===== src/sv/gaps_pkg.sv =====
// shared types, codes and direction helpers for the grid path search core
package gaps_pkg;

  // item operation codes
  typedef enum logic [1:0] {
    OP_WRITE  = 2'd0,
    OP_SEARCH = 2'd1,
    OP_READ   = 2'd2
  } op_t;

  // result status codes
  typedef enum logic [1:0] {
    ST_OK      = 2'd0,
    ST_NO_PATH = 2'd1,
    ST_BAD_END = 2'd2,
    ST_BEYOND  = 2'd3
  } status_t;

  // configuration register indexes
  localparam logic [2:0] CFG_GRID_WIDTH  = 3'd0;
  localparam logic [2:0] CFG_GRID_HEIGHT = 3'd1;
  localparam logic [2:0] CFG_START_X     = 3'd2;
  localparam logic [2:0] CFG_START_Y     = 3'd3;
  localparam logic [2:0] CFG_GOAL_X      = 3'd4;
  localparam logic [2:0] CFG_GOAL_Y      = 3'd5;

  // datapath operations, one per cycle
  typedef enum logic [3:0] {
    DP_NOP,
    DP_SWEEP_OBS,
    DP_SWEEP_NODE,
    DP_OBS_WRITE,
    DP_RD_START,
    DP_RD_GOAL,
    DP_INIT,
    DP_SCAN_START,
    DP_SCAN_STEP,
    DP_CLOSE,
    DP_NB_READ,
    DP_NB_EVAL,
    DP_TR_READ,
    DP_TR_STEP,
    DP_PATH_READ
  } dp_op_t;

  typedef struct packed {
    dp_op_t  op;
    logic    take;
    logic    load_search;
    logic    load_read;
    status_t res_status;
  } cmd_t;

  typedef struct packed {
    logic sweep_last;
    logic ends_bad;
    logic goal_open;
    logic scan_last;
    logic found;
    logic nb_last;
    logic tr_done;
  } dp_sts_t;

  // neighbor direction k: 0..2 row above, 3 left, 4 right, 5..7 row below
  function automatic logic dir_xm(input logic [2:0] k);
    return (k inside {3'd0, 3'd3, 3'd5});
  endfunction

  function automatic logic dir_xp(input logic [2:0] k);
    return (k inside {3'd2, 3'd4, 3'd7});
  endfunction

  function automatic logic dir_ym(input logic [2:0] k);
    return (k inside {3'd0, 3'd1, 3'd2});
  endfunction

  function automatic logic dir_yp(input logic [2:0] k);
    return (k inside {3'd5, 3'd6, 3'd7});
  endfunction

endpackage


===== src/sv/gaps_ctrl.sv =====
// controller state machine of the grid path search
module gaps_ctrl (
  input  logic              clk,
  input  logic              rst,
  input  logic              in_valid,
  input  logic [1:0]        op,
  output logic              in_stall,
  output logic              out_valid,
  input  logic              out_stall,
  output gaps_pkg::cmd_t    cmd,
  input  gaps_pkg::dp_sts_t sts
);

  typedef enum logic [4:0] {
    S_RST_CLR,
    S_IDLE,
    S_OBS_WR,
    S_RD_S,
    S_RD_G,
    S_CHK,
    S_CLR,
    S_INIT,
    S_LOOP,
    S_SCAN0,
    S_SCAN,
    S_DRAIN,
    S_PICK,
    S_CLOSE,
    S_NB_RD,
    S_NB_EV,
    S_TR_RD,
    S_TR_ST,
    S_RES,
    S_PR_RD,
    S_PR_RES
  } state_t;

  state_t            state;
  gaps_pkg::dp_op_t  cur_op;
  gaps_pkg::status_t res_status;
  logic              stall;
  logic              take, out_free, load_search, load_read;

  assign take        = in_valid && !stall;
  assign out_free    = !out_valid || !out_stall;
  assign load_search = (state == S_RES) && out_free;
  assign load_read   = (state == S_PR_RES) && out_free;
  assign in_stall    = stall;

  assign cmd.op          = cur_op;
  assign cmd.take        = take;
  assign cmd.load_search = load_search;
  assign cmd.load_read   = load_read;
  assign cmd.res_status  = res_status;

  always_ff @(posedge clk) begin
    if (rst) begin
      state      <= S_RST_CLR;
      cur_op     <= gaps_pkg::DP_SWEEP_OBS;
      stall      <= 1'b1;
      out_valid  <= 1'b0;
      res_status <= gaps_pkg::ST_OK;
    end else begin
      if (load_search || load_read) begin
        out_valid <= 1'b1;
      end else if (!out_stall) begin
        out_valid <= 1'b0;
      end
      case (state)
        S_RST_CLR: begin
          if (sts.sweep_last) begin
            state  <= S_IDLE;
            cur_op <= gaps_pkg::DP_NOP;
            stall  <= 1'b0;
          end
        end
        S_IDLE: begin
          if (take) begin
            case (op)
              gaps_pkg::OP_WRITE: begin
                state  <= S_OBS_WR;
                cur_op <= gaps_pkg::DP_OBS_WRITE;
                stall  <= 1'b1;
              end
              gaps_pkg::OP_SEARCH: begin
                state  <= S_RD_S;
                cur_op <= gaps_pkg::DP_RD_START;
                stall  <= 1'b1;
              end
              gaps_pkg::OP_READ: begin
                state  <= S_PR_RD;
                cur_op <= gaps_pkg::DP_PATH_READ;
                stall  <= 1'b1;
              end
              default: ;
            endcase
          end
        end
        S_OBS_WR: begin
          state  <= S_IDLE;
          cur_op <= gaps_pkg::DP_NOP;
          stall  <= 1'b0;
        end
        S_RD_S: begin
          state  <= S_RD_G;
          cur_op <= gaps_pkg::DP_RD_GOAL;
        end
        S_RD_G: begin
          state  <= S_CHK;
          cur_op <= gaps_pkg::DP_NOP;
        end
        S_CHK: begin
          if (sts.ends_bad) begin
            state      <= S_RES;
            cur_op     <= gaps_pkg::DP_NOP;
            res_status <= gaps_pkg::ST_BAD_END;
          end else begin
            state  <= S_CLR;
            cur_op <= gaps_pkg::DP_SWEEP_NODE;
          end
        end
        S_CLR: begin
          if (sts.sweep_last) begin
            state  <= S_INIT;
            cur_op <= gaps_pkg::DP_INIT;
          end
        end
        S_INIT: begin
          state  <= S_LOOP;
          cur_op <= gaps_pkg::DP_NOP;
        end
        S_LOOP: begin
          if (sts.goal_open) begin
            state  <= S_TR_RD;
            cur_op <= gaps_pkg::DP_TR_READ;
          end else begin
            state  <= S_SCAN0;
            cur_op <= gaps_pkg::DP_SCAN_START;
          end
        end
        S_SCAN0: begin
          state  <= S_SCAN;
          cur_op <= gaps_pkg::DP_SCAN_STEP;
        end
        S_SCAN: begin
          if (sts.scan_last) begin
            state  <= S_DRAIN;
            cur_op <= gaps_pkg::DP_NOP;
          end
        end
        S_DRAIN: begin
          state <= S_PICK;
        end
        S_PICK: begin
          if (sts.found) begin
            state  <= S_CLOSE;
            cur_op <= gaps_pkg::DP_CLOSE;
          end else begin
            state      <= S_RES;
            res_status <= gaps_pkg::ST_NO_PATH;
          end
        end
        S_CLOSE: begin
          state  <= S_NB_RD;
          cur_op <= gaps_pkg::DP_NB_READ;
        end
        S_NB_RD: begin
          state  <= S_NB_EV;
          cur_op <= gaps_pkg::DP_NB_EVAL;
        end
        S_NB_EV: begin
          if (sts.nb_last) begin
            state  <= S_LOOP;
            cur_op <= gaps_pkg::DP_NOP;
          end else begin
            state  <= S_NB_RD;
            cur_op <= gaps_pkg::DP_NB_READ;
          end
        end
        S_TR_RD: begin
          state  <= S_TR_ST;
          cur_op <= gaps_pkg::DP_TR_STEP;
        end
        S_TR_ST: begin
          if (sts.tr_done) begin
            state      <= S_RES;
            cur_op     <= gaps_pkg::DP_NOP;
            res_status <= gaps_pkg::ST_OK;
          end else begin
            state  <= S_TR_RD;
            cur_op <= gaps_pkg::DP_TR_READ;
          end
        end
        S_RES: begin
          if (out_free) begin
            state <= S_IDLE;
            stall <= 1'b0;
          end
        end
        S_PR_RD: begin
          state  <= S_PR_RES;
          cur_op <= gaps_pkg::DP_NOP;
        end
        S_PR_RES: begin
          if (out_free) begin
            state <= S_IDLE;
            stall <= 1'b0;
          end
        end
        default: begin
          state  <= S_IDLE;
          cur_op <= gaps_pkg::DP_NOP;
          stall  <= 1'b0;
        end
      endcase
    end
  end

endmodule


===== config.mk =====
export PLATFORM = sky130hd
export DESIGN_NAME = gaps_ctrl
export DESIGN_NICKNAME = d
export VERILOG_FILES = /design/src/sv/gaps_pkg.sv /design/src/sv/gaps_ctrl.sv
export SDC_FILE = /design/constraint.sdc
export NUM_CORES = 1
export LEC_CHECK = 0
export CORE_UTILIZATION = 25
export DETAILED_ROUTE_END_ITERATION = 8
export DONT_BUFFER_PORTS = 1
export PLACE_DENSITY = 0.45
export SYNTH_ARGS = -nofsm -noshare
export SYNTH_HDL_FRONTEND = slang
export SYNTH_SLANG_ARGS = --single-unit

===== constraint.sdc =====
create_clock -name clk -period 2.6 [get_ports clk]
set_input_delay 0.78 -clock clk [delete_from_list [all_inputs] [get_ports clk]]
set_output_delay 0.78 -clock clk [all_outputs]
set_load 0.02 [all_outputs]

==> key figures <==
Outcome
  • Status: finished clean

Detailed routing
  • Drt first pass iters: 5
  • Post-detailed-route count of antenna-violating nets: 0
  • Vias: around 1500
  • Avg WL per Cell: 16.43 um
  • Vias/cell: about 5.6
  • Iter 0 DRT Violations: 168
  • Final wirelength: 4255 um
  • Drt drc: 0

Setup path
  • Reg2reg path depth: 6
  • Slowest-stage cell, CP: dfxtp_1
  • R2R Setup Slk: around 420 ps
  • Reg-to-reg endpoint: state[2]
  • Buf/Inv on CP: 1
  • Startpoint types: flop
  • CP Data Arrival Time: approximately 1500 ps
  • WP data required: around 1800 ps
  • CP Max Fanout: 22
  • WS Path Type: reg -> out
  • Slowest stage delay, CP: approximately 770 ps
  • Crit. End Element: output port
  • Crit path cell chain: nor2b_1 -> nand2_1 -> nor3_1 -> buf_4
  • Crit Reg-Reg Startpoint: state[1]
  • Largest delay share family, worst path: flip-flops

Global route
  • First-pass GRT wire length: 6817 um
  • GRT Overall Usage: 14.70%
  • Largest net degree at the start of global routing: 27
  • Initial antenna violation count: 0
  • Vias in the first global route: 1308
  • Total grt overflow: 0

Power and ir drop
  • P_leak: roughly 0.56 nW
  • Net Sw Frac: 46.81%
  • Worst VDD drop: roughly 0.00029 V
  • Clock network power share: between 10% and 20%
  • Pwr/cell area: around 830 nW/um2
  • Logic pwr share: between 50% and 60%
  • Psw: between 0.0005 and 0.0006 W
  • Internal: 0.0006653 W
  • Register share of total power: around 29%

Timing
  • Tcrit/Tclk final: 89.11%
  • Rel. slew slack: 53.11%
  • Fin Setup TNS: 0 ps
  • RSZ-0062 raised after global routing: false
  • Worst-margin pin slew: about 700 ps
  • Clock skew: 2.624 ps
  • Final hold violations: 0
  • Final Max Tran Viols: 0
  • # setup viols final: 0
  • Period minus WS final: around 2300 ps
  • Max Fclk: between 400 and 500 MHz

Yosys
  • Distinct cells, synth: 57
  • Simple-gate share of the synthesized area: approximately a third
  • Synth Area in Adders: ~3.6%
  • Register area share after synthesis: 18.82%
  • Post-Synthesis Cells: approximately 190
  • Mux contribution to synthesized area: less than 1%
  • Predominant post-synthesis flop cell: dfxtp_1
  • Dominant cells by area after synthesis: dfxtp_1 19%, nor2b_1 5.0%, a21oi_1 4.3%
  • Number of enable flip-flop cells after synthesis: 0
  • Synth warn: 0
  • Xor-xnor portion of the synthesized cell area: 0.6335%
  • Post-synth net total: 208
  • Compound-Gate Fraction of Synth Area: 31.31%
  • Cell taking the most area after synthesis: dfxtp_1
  • Seq cells post-synth: 13
  • Largest family of logic cells by synthesized area: simple AND/OR/NAND/NOR gates
  • Async set or reset register ratio after synthesis: 0%
  • Post-Synthesis Cell Area: between 1000 and 1500 um2
  • Syn avg cell area: a little over 7 um2
  • Post-synth top area share: about a fifth

Layout
  • Fraction of final layout cells sized beyond drive strength 1: roughly 13%
  • Fin cells: approximately 260
  • FILL cells: a little under 600
  • Fin area: between 1500 and 2000 um2
  • Area grow syn2layout: 9.412%
  • Ant. Diodes: 0
  • NumNets Final: between 200 and 250

Placed design
  • Cell Area, Placed: 1468 um2
  • Placer Congestion: 0.8948
  • I/O Buffers: 0
  • Final HPWL DP: between 3000 and 4000 um
  • Cell total after placement: between 200 and 300

Clock network
  • Reg clk slew, reported paths: roughly 60 ps
  • Worst-Skew Late Latency: between 200 and 250 ps
  • # Post-CTS Setup Buffers: 0
  • TritonCTS clock tree: done
  • # hold bufs at CTS: 0
  • H-tree Lvls: 1
  • CTS Buf Count: 3
  • Clock Sinks: 13
  • Post-CTS sizing: 0
  • Maximum buffer depth of the clock tree: 2
  • Root Driver: clkbuf_8

Run
  • Max Cap Viol: 0

Die
  • Core area: 5205 um2
  • Row cnt: 26
  • Die area: between 5000 and 6000 um2
  • Starting density of the core: 26.56%
  • DIE HEIGHT: ~76 um
  • Die width: around 76 um
  • IO Pins: 24

Min path
  • Type of the tightest min-delay check: reg -> reg
  • WHS Endpoint: res_status[0]
  • Hold wc startpoint: res_status[0]
  • Hold Path Depth: 2
==> cells in the final DEF (no fill, tap or decap), types with 2 or more instances in the layout <==
master    Yosys  final
o21ai_0       8      8
nand3_1       4      4
a31oi_1       2      2
a21o_1        2      2
nand2b_1      8      8
inv_1        10     10
buf_4         4     14
nor4bb_1      2      2
o221ai_1      3      3
dfxtp_1      13     13
o22ai_1       3      3
and2_1        2      2
a21oi_1      12     12
a32o_1        4      4
clkbuf_8      0      3
a311oi_1      2      2
and3_1        2      2
and3b_1       3      3
nor2b_1      11     11
a22oi_1       2      2
nor3_1       11     11
o211ai_1      3      3
nor3b_1       4      4
o311ai_1      2      2
ha_1          4      4
nor2_1       12     12
nand2_1       9      9
o21ai_1       7      7
==> registers in the layout, indices dropped and copies added (netlist names) <==
register    flops
state           5
cur_op          4
res_status      2
in_stall        1
out_valid       1
==> worst max path at each step <==
| stage | from | endpoint | slack (ps) | depth (start not counted) |
|---|---|---|---|---|
| floorplan | op[0] | cur_op[1] | 300 | 7 |
| global placement | op[0] | cur_op[1] | 290 | 7 |
| detailed placement | op[0] | cur_op[1] | 180 | 7 |
| CTS | state[3] | cmd[2] | 290 | 4 |
| global route | state[2] | cmd[2] | 150 | 4 |
| finish | state[3] | cmd[2] | 280 | 4 |
==> metal layers <==
metal	track usage, %	part of all wire (%)	vias up	routed length (um)
met3	3.832	9.6	10	409
met1	19.97	42	659	1792
li1	-	-	698	-
met5	0	0	-	0
met4	4.808	2.2	0	93
met2	22.43	46	84	1960
==> power by group through the flow <==
stage               registers, W  clock network [W]  logic (W)
floorplan               0.000313                  0   0.000574
global placement        0.000365                  0   0.000714
detailed placement      0.000361                  0   0.000699
CTS                     0.000358           0.000185   0.000705
global route            0.000367           0.000202   0.000779
finish                  0.000357           0.000179   0.000714
==> tightest hold or removal path: cells and delay by family, from the launching register on <==
kind / cells / cell delay [ps]
DFF: 1 / 370
AOI/OAI and AO/OA: 2 / 150
==> kinds of logic (layout without fill, tap and decap cells) <==
| logic type | after synthesis | after routing |
|---|---|---|
| fa+ha+maj | 4 | 4 |
| compound gates | 62 | 62 |
| mux | 1 | 1 |
| flops | 13 | 13 |
| xor+xnor | 1 | 1 |
| buf+inv | 31 | 29 |
| simple gates | 79 | 79 |
==> final cells by class <==
cell class / count / area [um2] / area share, %
inverters: 11 / 41.29 / 2.730
well taps: 70 / 87.58 / 5.790
multi-input cells: 147 / 973.4 / 64.35
flip-flops and latches: 13 / 260.3 / 17.20
clock buffers: 4 / 45.04 / 2.978
repair buffers: 14 / 105.1 / 6.948
==> stage by stage <==
step                worst slack (ps)  total power [W]  hold slack (ps)  utilization [%]
floorplan                      302.3        0.0008866            547.8                -
global route                   146.4         0.001347            592.1            29.06
finish                         283.1         0.001251            571.5            29.06
global placement               291.5         0.001079            565.0            28.20
detailed placement             183.2         0.001059            565.9            28.20
CTS                            286.5         0.001248            576.2            29.06
==> synthesized netlist by cell type (2+ instances only) <==
library cell,count
a21o_1,2
a21oi_1,12
a22oi_1,2
a311oi_1,2
a31oi_1,2
a32o_1,4
and2_1,2
and3_1,2
and3b_1,3
buf_2,8
buf_4,4
clkbuf_1,6
dfxtp_1,13
ha_1,4
inv_1,10
nand2_1,9
nand2b_1,8
nand3_1,4
nor2_1,12
nor2b_1,11
nor3_1,11
nor3b_1,4
nor4bb_1,2
o211ai_1,3
o21ai_0,8
o21ai_1,7
o221ai_1,3
o22ai_1,3
o311ai_1,2
Power figures use the tool's default switching activity.
